### config.mk
export PLATFORM = sky130hd
export DESIGN_NAME = lru_key_value_cache
export DESIGN_NICKNAME = d
export VERILOG_FILES = /design/src/design/lkvc_pkg.sv /design/src/design/lru_key_value_cache.sv /design/src/design/lkvc_store.sv /design/src/design/lkvc_scan.sv
export SDC_FILE = /design/constraint.sdc
export NUM_CORES = 1
export LEC_CHECK = 0
export BUFFER_PORTS_ARGS = -buffer_cell sky130_fd_sc_hd__buf_2
export CORE_AREA = 2 2 422 257
export DETAILED_ROUTE_END_ITERATION = 16
export DIE_AREA = 0 0 424 259
export PLACE_DENSITY = 0.68
export SETUP_SLACK_MARGIN = 0.05
export SLEW_MARGIN = 20
export SYNTH_ARGS = -nofsm -noshare
export SYNTH_HDL_FRONTEND = slang
export SYNTH_HIERARCHICAL = 1
export SYNTH_SLANG_ARGS = --single-unit
export TNS_END_PERCENT = 5
### constraint.sdc
create_clock -name clock -period 6.9 [get_ports clock]
set_input_delay 0 -clock clock [delete_from_list [all_inputs] [get_ports clock]]
set_output_delay 0 -clock clock [all_outputs]
set_load 0.02 [all_outputs]
### src/design/lkvc_pkg.sv
// Shared constants, types and codes for the LRU key/value cache.
// No dependencies; used by every module of the block by scoped names.
package lkvc_pkg;

   localparam int ENTRIES  = 16;
   localparam int KEY_BITS = 32;
   localparam int DATA_W   = 32;
   localparam int CAP_W    = 5;
   localparam int KEY_W    = (KEY_BITS < DATA_W) ? KEY_BITS : DATA_W;
   localparam int IDX_W    = (ENTRIES > 1) ? $clog2(ENTRIES) : 1;
   localparam int AGE_W    = IDX_W;
   localparam int CNT_W    = $clog2(ENTRIES + 1);

   localparam logic [CAP_W-1:0] CAP_RESET = 5'd16;

   localparam logic ACTION_GET = 1'b0;
   localparam logic ACTION_SET = 1'b1;

   typedef logic [IDX_W-1:0]  idx_type;
   typedef logic [AGE_W-1:0]  age_type;
   typedef logic [CNT_W-1:0]  cnt_type;
   typedef logic [KEY_W-1:0]  key_type;
   typedef logic [DATA_W-1:0] data_type;

   // one compare beat presented to the scan unit
   typedef struct packed {
      logic     en;
      idx_type  idx;
      logic     valid;
      age_type  age;
      key_type  key;
      data_type value;
   } scan_beat_type;

   // accumulated outcome of a full scan
   typedef struct packed {
      logic     hit;
      idx_type  hit_idx;
      data_type hit_value;
      logic     free_found;
      idx_type  free_idx;
      logic     victim_found;
      idx_type  victim_idx;
   } scan_result_type;

endpackage

### src/design/lru_key_value_cache.sv
// Fully associative key/value cache with least-recently-used replacement, top level.
// Depends on lkvc_pkg, lkvc_store and lkvc_scan.
//
// A request beat is taken only when the block is idle; it then stays busy
// while the single key comparator steps through the key store one entry per
// cycle, then through a drain state that waits for the registered read of the
// last entry, and an update state; a new request is not taken before the last
// one is through. A get returns one response beat; a set returns none.
// A response waiting on rsp_stall does not block the next request, but a get
// holds in its update state until the response register is free. Writing the
// capacity register empties the cache at once; values above ENTRIES act as
// ENTRIES.
module lru_key_value_cache (
   input  logic                      clock,
   input  logic                      reset,
   input  logic                      req_valid,
   output logic                      req_stall,
   input  logic                      req_action,
   input  logic signed [31:0]        req_lookup_key,
   input  logic signed [31:0]        req_store_value,
   output logic                      rsp_valid,
   input  logic                      rsp_stall,
   output logic                      rsp_found,
   output logic signed [31:0]        rsp_read_value,
   input  logic                      csr_write_enable,
   input  logic [lkvc_pkg::CAP_W-1:0] csr_write_data
);

   typedef enum logic [1:0] {
      IDLE,
      SCAN,
      DRAIN,
      UPDATE
   } state_type;

   state_type state_ff, state_in;

   logic [lkvc_pkg::ENTRIES-1:0] valid_ff, valid_in;
   lkvc_pkg::age_type  age_ff [lkvc_pkg::ENTRIES];
   lkvc_pkg::age_type  age_in [lkvc_pkg::ENTRIES];
   lkvc_pkg::cnt_type  count_ff, count_in;
   logic [lkvc_pkg::CAP_W-1:0] cap_ff, cap_in;

   lkvc_pkg::idx_type  rd_idx_ff,  rd_idx_in;
   logic               cmp_en_ff,  cmp_en_in;
   lkvc_pkg::idx_type  cmp_idx_ff, cmp_idx_in;
   logic               action_ff,  action_in;
   lkvc_pkg::key_type  key_ff,     key_in;
   lkvc_pkg::data_type value_ff,   value_in;

   logic               rsp_valid_ff, rsp_valid_in;
   logic               rsp_found_ff, rsp_found_in;
   lkvc_pkg::data_type rsp_value_ff, rsp_value_in;

   lkvc_pkg::cnt_type         cap_eff;
   logic                      start;
   logic                      store_we;
   lkvc_pkg::idx_type         store_waddr;
   lkvc_pkg::key_type         rd_key;
   lkvc_pkg::data_type        rd_value;
   lkvc_pkg::scan_beat_type   beat;
   lkvc_pkg::scan_result_type result;
   logic                      promote_en;
   logic                      promote_all;
   lkvc_pkg::idx_type         promote_slot;
   lkvc_pkg::age_type         promote_limit;

   assign cap_eff = (int'(cap_ff) > lkvc_pkg::ENTRIES) ? lkvc_pkg::CNT_W'(lkvc_pkg::ENTRIES)
                                                      : lkvc_pkg::CNT_W'(cap_ff);
   assign start         = (state_ff == IDLE) && req_valid;
   assign promote_limit = age_ff[result.hit_idx];

   assign beat.en    = cmp_en_ff;
   assign beat.idx   = cmp_idx_ff;
   assign beat.valid = valid_ff[cmp_idx_ff];
   assign beat.age   = age_ff[cmp_idx_ff];
   assign beat.key   = rd_key;
   assign beat.value = rd_value;

   lkvc_store u_store (
      .clock    (clock),
      .wr_en    (store_we),
      .wr_addr  (store_waddr),
      .wr_key   (key_ff),
      .wr_value (value_ff),
      .rd_addr  (rd_idx_ff),
      .rd_key   (rd_key),
      .rd_value (rd_value)
   );

   lkvc_scan u_scan (
      .clock      (clock),
      .reset      (reset),
      .start      (start),
      .beat       (beat),
      .lookup_key (key_ff),
      .result     (result)
   );

   always_comb begin
      state_in     = state_ff;
      valid_in     = valid_ff;
      age_in       = age_ff;
      count_in     = count_ff;
      cap_in       = cap_ff;
      rd_idx_in    = rd_idx_ff;
      cmp_en_in    = cmp_en_ff;
      cmp_idx_in   = cmp_idx_ff;
      action_in    = action_ff;
      key_in       = key_ff;
      value_in     = value_ff;
      rsp_valid_in = rsp_valid_ff;
      rsp_found_in = rsp_found_ff;
      rsp_value_in = rsp_value_ff;
      store_we     = 1'b0;
      store_waddr  = result.hit_idx;
      promote_en   = 1'b0;
      promote_all  = 1'b0;
      promote_slot = result.hit_idx;

      if (rsp_valid_ff && !rsp_stall) begin
         rsp_valid_in = 1'b0;
      end

      unique case (state_ff)
         IDLE: begin
            cmp_en_in = 1'b0;
            if (req_valid) begin
               action_in = req_action;
               key_in    = req_lookup_key[lkvc_pkg::KEY_W-1:0];
               value_in  = req_store_value;
               rd_idx_in = '0;
               state_in  = SCAN;
            end
         end
         SCAN: begin
            cmp_en_in  = 1'b1;
            cmp_idx_in = rd_idx_ff;
            if (rd_idx_ff == lkvc_pkg::IDX_W'(lkvc_pkg::ENTRIES - 1)) begin
               state_in = DRAIN;
            end else begin
               rd_idx_in = rd_idx_ff + lkvc_pkg::IDX_W'(1);
            end
         end
         DRAIN: begin
            cmp_en_in = 1'b0;
            state_in  = UPDATE;
         end
         UPDATE: begin
            if (action_ff == lkvc_pkg::ACTION_GET) begin
               if (!rsp_valid_ff || !rsp_stall) begin
                  rsp_valid_in = 1'b1;
                  rsp_found_in = result.hit;
                  rsp_value_in = result.hit ? result.hit_value : '1;
                  promote_en   = result.hit;
                  state_in     = IDLE;
               end
            end else begin
               state_in = IDLE;
               if (cap_eff != '0) begin
                  if (result.hit) begin
                     store_we   = 1'b1;
                     promote_en = 1'b1;
                  end else if (count_ff < cap_eff) begin
                     if (result.free_found) begin
                        store_we                  = 1'b1;
                        store_waddr               = result.free_idx;
                        valid_in[result.free_idx] = 1'b1;
                        count_in                  = count_ff + lkvc_pkg::CNT_W'(1);
                        promote_en                = 1'b1;
                        promote_all               = 1'b1;
                        promote_slot              = result.free_idx;
                     end
                  end else if (result.victim_found) begin
                     store_we     = 1'b1;
                     store_waddr  = result.victim_idx;
                     promote_en   = 1'b1;
                     promote_all  = 1'b1;
                     promote_slot = result.victim_idx;
                  end
               end
            end
         end
         default: state_in = IDLE;
      endcase

      for (int i = 0; i < lkvc_pkg::ENTRIES; i++) begin
         if (promote_en) begin
            if (promote_slot == lkvc_pkg::IDX_W'(i)) begin
               age_in[i] = '0;
            end else if (valid_ff[i] && (promote_all || (age_ff[i] < promote_limit))) begin
               age_in[i] = age_ff[i] + lkvc_pkg::AGE_W'(1);
            end
         end
      end

      if (csr_write_enable) begin
         cap_in   = csr_write_data;
         valid_in = '0;
         count_in = '0;
         for (int i = 0; i < lkvc_pkg::ENTRIES; i++) begin
            age_in[i] = '0;
         end
      end
   end

   always_ff @(posedge clock) begin
      if (reset) begin
         state_ff     <= IDLE;
         valid_ff     <= '0;
         count_ff     <= '0;
         cap_ff       <= lkvc_pkg::CAP_RESET;
         rd_idx_ff    <= '0;
         cmp_en_ff    <= 1'b0;
         rsp_valid_ff <= 1'b0;
         for (int i = 0; i < lkvc_pkg::ENTRIES; i++) begin
            age_ff[i] <= '0;
         end
      end else begin
         state_ff     <= state_in;
         valid_ff     <= valid_in;
         count_ff     <= count_in;
         cap_ff       <= cap_in;
         rd_idx_ff    <= rd_idx_in;
         cmp_en_ff    <= cmp_en_in;
         rsp_valid_ff <= rsp_valid_in;
         age_ff       <= age_in;
      end
      cmp_idx_ff   <= cmp_idx_in;
      action_ff    <= action_in;
      key_ff       <= key_in;
      value_ff     <= value_in;
      rsp_found_ff <= rsp_found_in;
      rsp_value_ff <= rsp_value_in;
   end

   assign req_stall      = (state_ff != IDLE);
   assign rsp_valid      = rsp_valid_ff;
   assign rsp_found      = rsp_found_ff;
   assign rsp_read_value = rsp_value_ff;

   // occupancy count tracks the valid bits
   assert property (@(posedge clock) disable iff (reset)
      $countones(valid_ff) == int'(count_ff))
      else $error("valid count out of step with valid bits");

   assert property (@(posedge clock) disable iff (reset)
      count_ff <= cap_eff)
      else $error("occupancy above capacity");

   // a response beat only comes out of the update step of a get
   assert property (@(posedge clock) disable iff (reset)
      $rose(rsp_valid_ff) |-> ($past(state_ff) == UPDATE) &&
                              ($past(action_ff) == lkvc_pkg::ACTION_GET))
      else $error("response beat without a get");

endmodule

### src/design/lkvc_store.sv
// Key and value storage of the LRU cache: one write port, one registered read port.
// Depends on lkvc_pkg.
module lkvc_store (
   input  logic              clock,
   input  logic              wr_en,
   input  lkvc_pkg::idx_type  wr_addr,
   input  lkvc_pkg::key_type  wr_key,
   input  lkvc_pkg::data_type wr_value,
   input  lkvc_pkg::idx_type  rd_addr,
   output lkvc_pkg::key_type  rd_key,
   output lkvc_pkg::data_type rd_value
);

   lkvc_pkg::key_type  key_mem   [lkvc_pkg::ENTRIES];
   lkvc_pkg::data_type value_mem [lkvc_pkg::ENTRIES];
   lkvc_pkg::key_type  rd_key_ff;
   lkvc_pkg::data_type rd_value_ff;

   always_ff @(posedge clock) begin
      if (wr_en) begin
         key_mem[wr_addr]   <= wr_key;
         value_mem[wr_addr] <= wr_value;
      end
      rd_key_ff   <= key_mem[rd_addr];
      rd_value_ff <= value_mem[rd_addr];
   end

   assign rd_key   = rd_key_ff;
   assign rd_value = rd_value_ff;

endmodule

### src/design/lkvc_scan.sv
// Shared compare unit: one entry per beat, tracks key hit, lowest free slot and oldest entry.
// Depends on lkvc_pkg.
module lkvc_scan (
   input  logic                     clock,
   input  logic                     reset,
   input  logic                     start,
   input  lkvc_pkg::scan_beat_type   beat,
   input  lkvc_pkg::key_type         lookup_key,
   output lkvc_pkg::scan_result_type result
);

   logic               hit_ff,          hit_in;
   lkvc_pkg::idx_type  hit_idx_ff,      hit_idx_in;
   lkvc_pkg::data_type hit_value_ff,    hit_value_in;
   logic               free_found_ff,   free_found_in;
   lkvc_pkg::idx_type  free_idx_ff,     free_idx_in;
   logic               victim_found_ff, victim_found_in;
   lkvc_pkg::idx_type  victim_idx_ff,   victim_idx_in;
   lkvc_pkg::age_type  victim_age_ff,   victim_age_in;

   always_comb begin
      hit_in          = hit_ff;
      hit_idx_in      = hit_idx_ff;
      hit_value_in    = hit_value_ff;
      free_found_in   = free_found_ff;
      free_idx_in     = free_idx_ff;
      victim_found_in = victim_found_ff;
      victim_idx_in   = victim_idx_ff;
      victim_age_in   = victim_age_ff;
      if (start) begin
         hit_in          = 1'b0;
         free_found_in   = 1'b0;
         victim_found_in = 1'b0;
      end else if (beat.en) begin
         if (beat.valid && !hit_ff && (beat.key == lookup_key)) begin
            hit_in       = 1'b1;
            hit_idx_in   = beat.idx;
            hit_value_in = beat.value;
         end
         if (!beat.valid && !free_found_ff) begin
            free_found_in = 1'b1;
            free_idx_in   = beat.idx;
         end
         if (beat.valid && (!victim_found_ff || (beat.age > victim_age_ff))) begin
            victim_found_in = 1'b1;
            victim_idx_in   = beat.idx;
            victim_age_in   = beat.age;
         end
      end
   end

   always_ff @(posedge clock) begin
      if (reset) begin
         hit_ff          <= 1'b0;
         free_found_ff   <= 1'b0;
         victim_found_ff <= 1'b0;
      end else begin
         hit_ff          <= hit_in;
         free_found_ff   <= free_found_in;
         victim_found_ff <= victim_found_in;
      end
      hit_idx_ff    <= hit_idx_in;
      hit_value_ff  <= hit_value_in;
      free_idx_ff   <= free_idx_in;
      victim_idx_ff <= victim_idx_in;
      victim_age_ff <= victim_age_in;
   end

   assign result.hit          = hit_ff;
   assign result.hit_idx      = hit_idx_ff;
   assign result.hit_value    = hit_value_ff;
   assign result.free_found   = free_found_ff;
   assign result.free_idx     = free_idx_ff;
   assign result.victim_found = victim_found_ff;
   assign result.victim_idx   = victim_idx_ff;

endmodule
Yosys cells after proc, flatten, opt, wreduce, memory -nomap -nowiden
Memory sizes are Yosys's and may differ from the RTL's. A register that Yosys moved wholly into a read port is not among the register bits. Cells that the tools add are included. W data, S select, Z words.

Register bits: 251. Latch bits: 0. Memory bits (writable): 1024. Bits in read-only memories: 0. Bits of input ports: 75. Output and inout bits: 35. Word-level logic and storage cells: 289. Memories: 2.

Add/sub/neg operators: 18. $mul: 0. Div/mod/pow operators: 0. Magnitude comparators: 24. Equal/unequal tests: 24. Shift operators: 0. Muxes and demuxes: 79. Bitwise operators: 6. Reductions and logical operators: 99.

Memory list: u_store.key_mem (words 16, bits a word 32, read ports 1, clocked after memory_dff 1, write ports 1, line lkvc_store.sv:14) `lkvc_pkg::key_type key_mem [lkvc_pkg::ENTRIES];`; u_store.value_mem (words 16, bits a word 32, read ports 1, clocked after memory_dff 1, write ports 1, line lkvc_store.sv:15) `lkvc_pkg::data_type value_mem [lkvc_pkg::ENTRIES];`.

Operator list (number): $mux W4 (45); $add A4 B1 Y4 const B (17); $lt A4 B4 Y1 (16); $reduce_and A2 Y1 (20); $reduce_bool A2 Y1 (19); $eq A4 B4 Y1 const B (9); $bmux W4 S4 (2); $eq A32 B32 Y1 (1); $logic_and A1 B1 Y1 (23); $mux W1 (22); $logic_or A1 B1 Y1 (18); $reduce_and A3 Y1 (6); $eq A4 B3 Y1 const B (4); $or A16 B16 Y16 (1); $ge A5 B5 Y1 const B (2); $lt A4 B5 Y1 const B (2); $not A4 Y5 (2); $eq A4 B2 Y1 const B (2); $mux W2 (4); $pmux W2 S4 (1); $pmux W4 S2 (1); $logic_not A1 Y1 (6); $ne A2 B2 Y1 const B (3); $reduce_and A6 Y1 (1); other kinds (18) (23).

Longest topological paths before layout
Gate-level depths: netlist of run 1.

Word-level depth: 12. Mapped depth: 13. Depth with buffers taken out: 11.

By module
The synthesis of run 1 kept the hierarchy.

By module, submodules not included: lkvc_store (times used 1, cells an instance 1647, area an instance 39574.2 µm², sequential area each 32030.7 µm²); lru_key_value_cache (times used 1, cells an instance 995, area an instance 11014.3 µm², sequential area each 5024.8 µm²); lkvc_scan (times used 1, cells an instance 129, area an instance 2064.5 µm², sequential area each 1501.4 µm²).

Worst setup path after synthesis of run 1
Ideal clock, no wire load.

Path kind: register to register. From: reg cap_ff[4] (netlist bit). To: mem u_store/key_mem[0][0] (netlist bit) (enable). Library setup time: 0.565 ns. Data arrival time: 6.745 ns. Required time: 6.335 ns. Path slack: -0.409 ns. Stages on the path, launching flop included: 12. Buffers on the path: 2. Period minus slack after synthesis: 7.309 ns. Cell sequence: dfxtp_1 -> inv_1 -> nand2_1 -> ha_1 -> nand2_1 -> o21a_1 -> buf_6 -> o31ai_2 -> buf_4 -> a22oi_1 -> or3b_2 -> nor3_1.

Elaborated cells between the ends (all ways): 16. Those cells by class: order compare (2); mux (13); reduce/logical (1).

RTL lines: start, declared (line lru_key_value_cache.sv:42) `logic [lkvc_pkg::CAP_W-1:0] cap_ff, cap_in;`; start signal, assigned (line lru_key_value_cache.sv:212) `cap_ff <= lkvc_pkg::CAP_RESET;`; start signal, assigned (line lru_key_value_cache.sv:223) `cap_ff <= cap_in;`; $gt A5 B5 Y1 (line lru_key_value_cache.sv:68) `assign cap_eff = (int'(cap_ff) > lkvc_pkg::ENTRIES) ? lkvc_pkg::CNT_W'(lkvc_pkg::ENTRIES)`; $mux W5 (*) (line lru_key_value_cache.sv:68); $lt A5 B5 Y1 (line lru_key_value_cache.sv:164) `end else if (count_ff < cap_eff) begin`; $mux W4 (2 in a row); $mux W4 (*) (3 in a row); via promote_slot[3] (line lru_key_value_cache.sv:65) `lkvc_pkg::idx_type promote_slot;`; end, declared (line lkvc_store.sv:14).

Mark *: on every way through the listed nets, which the timed path passes. The rest lies on a longest branch.

Final worst setup path of run 1
From: reg cap_ff[4] (netlist bit). To: mem u_store/key_mem[11][8] (netlist bit) (enable).

The elaborated chain is that of the path after synthesis.

==> run metrics, run 1 <==
status completed; # DRC 0; Cell variety after synth 78; GP Congestion 0.8953; Final ANT Viol Nets 0; Avg Cell Area, Syn 19.00 µm²; asr flop ratio synth 0; Hold Crit Start req_lookup_key[19]; largest net degree at the start of global routing 132; share of cells above drive strength 1 0.2199; Port Buffer Count 109; via count of the first global-routing pass 28,486; busiest layer in global routing met1; dominant synthesized flop cell edfxtp_1; # IOs 110; initial antenna violation count 0; Synth top area share 0.6695; initial drt markers 3,276; Final Max Tran Viols 0; clk_skew 0.03756 ns; final worst path period share 0.7728; DP HPWL 66.94 mm; Clk Latency, worst-skew pair 0.73 ns; first-pass GRT wire length 179.7 mm; total gr overflow 0; synthesis-to-layout area growth 14.50%; clock root cell clkbuf_16; WL final 120.2 mm; Reg clk slew, reported paths 0.06 ns; EDFF count, synth 1,174; met2 usage 0.3285; Critical Path RT 7.26 ns; power share of the combinational group 0.097; core area 106,100 µm²; Worst-Margin Slew 1.121 ns; RSZ-0062 raised after global routing false; switching power of the nets 0.004295 W; Fill cells 7,812; Post-DP Area 55,020 µm²; CP max stage delay 0.89 ns; met3 usage in global routing 0.04400; internal power 0.01405 W; number of synthesized register bits 1,339; Synth top cells by count edfxtp_1, mux4_2, dfxtp_1; capturing element type of the critical path flop; f_max 0.1875 GHz; Mapped Nets 2,926; CTS Buffer Depth 3; Max-Cap Viols 0; Area contributors post-synth edfxtp_1, mux4_2, dfxtp_1; via/cell ratio 6.156; die area 109,800 µm²; Global Route Usage Sum 0.2190; routed via count 28,199; min-delay worst type primary input to flop; Syn Inst Count 2,771; Clock Power Share 0.358; worst vdd ir 0.0002485 V; Inserted Clock Buffers 116; Final Hold Vio Count 0; Lkg Pwr 18.93 nW; min Tclk post-route 5.332 ns; synth warn 6; slowest CP cell nor2_4; ANT cells 0; CTS H-tree depth 3; Reg2Reg Launch Point cap_ff[4]$_SDFFE_PP1P_; fin area 60,290 µm²; crit path from cap_ff[4]$_SDFFE_PP1P_; Power Dens Cells 304.2 nW/µm²; final setup violating endpoints 0; mapped cell area 52,650 µm²; setup_tns 0 ns; Initial Utilization 0.4962; Max FO, Critical Path 45; worst rel slew slack 0.2510; Seq pwr share 0.545; count leader, synth edfxtp_1; switching share of power 0.2341; # rows 93; DIE HEIGHT 259 µm; Seq/Total Area, Yosys 0.7323; critical path class flop to flop; startpoint types flop; met1 Use GR 0.3304; crit path DAT 5.69 ns; TritonRoute pass-1 iters 6; Die W 424 µm; Yosys top cell by area edfxtp_1; crit-path cells inv_1 > nand2_1 > ha_1 > o21ai_0 > nor2b_1 > nor2_1 > a21oi_1 > nor2_1 > a21oi_1 > nand2_1 > nor2_4 > buf_12; Num Clock Sinks 1,339; Nets 3,207; WL/cell 26.23 µm; CTS tree yes
==> final timing paths <==
path,cells after the start,endpoint,slack (ns)
worst max-delay path,12,u_store/key_mem[11][8]$_DFFE_PP_,1.57
worst min-delay path,2,key_ff[19]$_DFFE_PP_,0.04
worst max register to register,12,u_store/key_mem[11][8]$_DFFE_PP_,1.57
worst min register to register,0,u_scan/hit_value_ff[22]$_DFFE_PP_,0.40
==> registers in the layout, indices dropped and copies added (netlist names), 5 cells and up <==
signal and flops:
u_store/key_mem 512, u_store/value_mem 512, age_ff 64, key_ff 32, rsp_read_value 32, u_scan/hit_value_ff 32
u_store/rd_key 32, u_store/rd_value 32, value_ff 32, valid_ff 16, cap_ff 5, count_ff 5
==> cells by family (layout without fill, tap and decap cells) <==
group	Yosys count	count (layout)	share of synthesized area
xor+xnor	32	32	0.005323
fa+ha+maj	80	80	0.01901
compound gates	392	392	0.05373
simple gates	414	414	0.03935
buf+inv	186	571	0.01685
flops	1339	1339	0.7323
mux	328	328	0.1335
==> routing by layer <==
metal	routed length (µm)	up-vias	share of wire
li1	-	11970	-
met1	52690	14773	0.44
met2	54390	1266	0.45
met3	10710	190	0.089
met4	2384	0	0.020
met5	0	-	0
==> power groups by stage <==
stage          sequential (W)  clock [W]  combinational (W)
2_1_floorplan         0.00989          0            0.00144
3_3_place_gp           0.0101          0            0.00170
3_5_place_dp           0.0102          0            0.00173
4_1_cts               0.00999    0.00670            0.00181
5_1_grt                0.0101    0.00698            0.00193
6_report              0.00999    0.00657            0.00178
==> worst max-delay path, delay by kind of cell (launching register included) <==
family | cells | cell delay (ns)
simple gates | 6 | 2.54
flops | 1 | 0.34
fa+ha+maj | 1 | 0.27
compound gates | 3 | 1.18
buf+inv | 2 | 0.60
==> final cells by class <==
class | count | area [µm²] | share of cell area
Clock buffer | 173 | 3329 | 0.05523
Clock inverter | 49 | 526.8 | 0.008738
Inverter | 54 | 205.2 | 0.003404
Multi-Input combinational cell | 1246 | 13400 | 0.2222
Sequential cell | 1339 | 38570 | 0.6397
Tap cell | 1425 | 1783 | 0.02958
Timing Repair Buffer | 295 | 2477 | 0.04109
==> cell usage in the layout (no fill, tap or decap), types with 42 or more instances in the layout <==
| cell | synthesis | layout |
|---|---|---|
| buf_2 | 13 | 109 |
| a21oi_1 | 67 | 66 |
| mux4_2 | 296 | 296 |
| dfxtp_1 | 165 | 162 |
| nand3_1 | 42 | 42 |
| a22oi_1 | 130 | 130 |
| clkbuf_16 | 0 | 118 |
| dlygate4sd3_1 | 0 | 139 |
| nor2_1 | 81 | 66 |
| ha_1 | 80 | 80 |
| nand2b_1 | 46 | 46 |
| edfxtp_1 | 1174 | 1174 |
| nand2_1 | 116 | 116 |
| inv_1 | 53 | 52 |
==> what timing repair did <==
item,4_1_cts,5_1_grt
resized for setup,0,0
hold endpoints to repair,133,0
buffers inserted,0,0
hold buffers,139,0
==> metrics by stage <==
step | util | std cells | worst slack [ns] | total power, W | hold WS, ns
floorplan | - | 2771 | -0.2179 | 0.01133 | 0.07299
global placement | 0.5185 | 4220 | 1.948 | 0.01181 | 0.1773
detailed placement | 0.5185 | 4220 | 1.807 | 0.01190 | 0.1781
CTS | 0.5679 | 4581 | 1.763 | 0.01850 | 0.001197
global route | 0.5681 | 4581 | 1.343 | 0.01897 | 0.02311
finish | 0.5681 | 4581 | 1.568 | 0.01834 | 0.03972
No activity file was read; power rests on OpenSTA's default activity.
==> run 2: changes to the inputs <==
==> constraint.sdc (replaced) <==
create_clock -name clock -period 4.5 [get_ports clock]
set_input_delay 0 -clock clock [delete_from_list [all_inputs] [get_ports clock]]
set_output_delay 0 -clock clock [all_outputs]
set_load 0.02 [all_outputs]
==> run metrics, run 2 (synthesis results as in run 1) <==
R2R Setup Slk 0.47 ns (-1.10 ns); GP Congestion 0.9523 (+6.4%); non-filler cells, final 4,658 (+1.7%); worst rel slew slack 0.2147 (-0.03629); Crit Reg-Reg Endpoint u_store/key_mem[5][11]$_DFFE_PP_; final setup violating endpoints 0 (unchanged); final core occ 0.5773 (+0.009243); Nets 3,286 (+2.5%); clock root cell clkbuf_16; TritonRoute pass-1 iters 12 (+6); Hold Crit Start req_lookup_key[16]; WHS Endpoint key_ff[16]$_DFFE_PP_; Initial Utilization 0.4962 (unchanged); Inserted Clock Buffers 115 (-0.86%); Port Buffer Count 109 (unchanged); total gr overflow 0 (unchanged); synthesis-to-layout area growth 16.36%; Final ANT Viol Nets 0 (unchanged); CP max stage delay 0.77 ns (-0.12 ns); first-pass GRT wire length 187.0 mm (+4.0%); Reg clk slew, reported paths 0.06 ns (about the same); share of cells above drive strength 1 0.2410 (+0.02105); # rows 93 (unchanged); # DRC 1 (+1); via/cell ratio 6.202 (+0.76%); die area 109,800 µm² (unchanged); DP Cell Count 4,295 (+1.8%); initial drt markers 4,049 (+24%); RSZ-0062 raised after global routing false; f_max 0.2481 GHz (+32%); failing checks DRC; Clk Latency, worst-skew pair 0.73 ns (about the same); crit path DAT 4.39 ns (-1.30 ns); CTS Buffer Depth 3 (unchanged); WL final 125.5 mm (+4.5%); ANT cells 0 (unchanged); Worst-Margin Slew 1.171 ns (+0.05018 ns); family with the most delay on the worst path simple AND/OR/NAND/NOR gates; status finished, violations left; Max FO, Critical Path 24 (-47%); capturing element type of the critical path flop; Critical Path RT 4.86 ns (-2.40 ns); DP HPWL 74.63 mm (+11%); core area 106,100 µm² (unchanged); FF-to-FF path depth 11 (-1); Largest regs u_store/key_mem: 512 flops, u_store/value_mem: 512 flops, age_ff: 64 flops; # IOs 110 (unchanged); CTS H-tree depth 3 (unchanged); setup_tns 0 ns (unchanged); Num Clock Sinks 1,339 (unchanged); Lkg Pwr 19.50 nW (+3.0%); critical path class flop to flop; slowest CP cell nor2_4; final worst path period share 0.8958 (+0.1230); Fill cells 7,755 (-0.73%); CTS tree yes; commonest non-fill, non-tap cell in the layout edfxtp_1; crit path from cap_ff[4]$_SDFFE_PP1P_; largest net degree at the start of global routing 65 (-51%); Global Route Usage Sum 0.2295 (+0.01049); clk_skew 0.04041 ns (+0.002852 ns); routed via count 28,891 (+2.5%); crit-path cells inv_1 > nand2_1 > ha_1 > a2111oi_2 > o21ai_1 > nand3_2 > o22ai_1 > a22oi_1 > nand3b_1 > nor2_4 > buf_4; Max-Cap Viols 0 (unchanged); most frequent cells in the layout edfxtp_1, mux4_2, dfxtp_1; Final Hold Vio Count 0 (unchanged); Die W 424 µm (unchanged); Power Dens Cells 466.4 nW/µm² (+53%); Reg2Reg Launch Point cap_ff[4]$_SDFFE_PP1P_; WL/cell 26.95 µm (+2.7%); startpoint types flop; min-delay worst type primary input to flop; worst vdd ir 0.0003873 V (+56%); WHS Path Cells 2 (unchanged); DIE HEIGHT 259 µm (unchanged); initial antenna violation count 1 (+1); min Tclk post-route 4.031 ns (-1.301 ns); via count of the first global-routing pass 29,041 (+1.9%); Final Max Tran Viols 0 (unchanged); Buf/Inv on CP 2 (unchanged)
run 2: cell type report:
type | count | area, µm² | share of cell area
clock buffer | 157 | 3221 | 0.05257
clock inverter | 62 | 762.0 | 0.01244
inverter | 54 | 205.2 | 0.003349
multi-input combinational | 1246 | 13400 | 0.2187
sequential | 1339 | 38570 | 0.6295
tap | 1425 | 1783 | 0.02910
timing repair buffer | 375 | 3329 | 0.05434
run 2: report_power, final:
group / leakage [nW] / switching, W / internal (W) / total [W]
Clock: 1.95 / 0.00446 / 0.00595 / 0.0104
Combinational: 5.66 / 0.00148 / 0.00148 / 0.00296
Sequential: 11.9 / 0.000723 / 0.0145 / 0.0152
run 2: stage by stage:
| step | hold slack (ns) | power [W] | cell area (µm²) | setup WS [ns] |
|---|---|---|---|---|
| after global placement | 0.1776 | 0.01824 | 55830 | 0.4893 |
| after detailed placement | 0.1781 | 0.01837 | 55830 | 0.3991 |
| after global routing | 0.02907 | 0.02954 | 61270 | 0.1762 |
| after floorplan | 0.07299 | 0.01738 | 52710 | -0.7152 |
| after CTS | 0.0004824 | 0.02880 | 61150 | 0.3754 |
| final | 0.03484 | 0.02857 | 61270 | 0.4689 |
run 2: routing by layer:
metal | up-vias | track usage | wire [µm]
met5 | - | 0 | 0
met1 | 15129 | 0.3601 | 56790
met2 | 1417 | 0.3333 | 55000
li1 | 12147 | - | -
met3 | 198 | 0.04259 | 11350
met4 | 0 | 0.05684 | 2383
run 2: worst max-delay path by stage:
stage	cells after the start	to	slack, ns
6_report	11	u_store/key_mem[5][11]$_DFFE_PP_	0.47
5_1_grt	11	u_store/key_mem[5][11]$_DFFE_PP_	0.18
4_1_cts	11	age_ff[47]$_SDFFE_PP0P_	0.38
3_5_place_dp	11	age_ff[47]$_SDFFE_PP0P_	0.40
3_3_place_gp	11	age_ff[47]$_SDFFE_PP0P_	0.49
2_1_floorplan	11	u_store/key_mem[12][0]$_DFFE_PP_	-0.72
run 2: timing repair:
action	in CTS	in global routing
hold endpoints to repair	99	0
buffers inserted	0	8
setup endpoints to repair	0	1
hold buffers	134	0
resized for setup	0	0
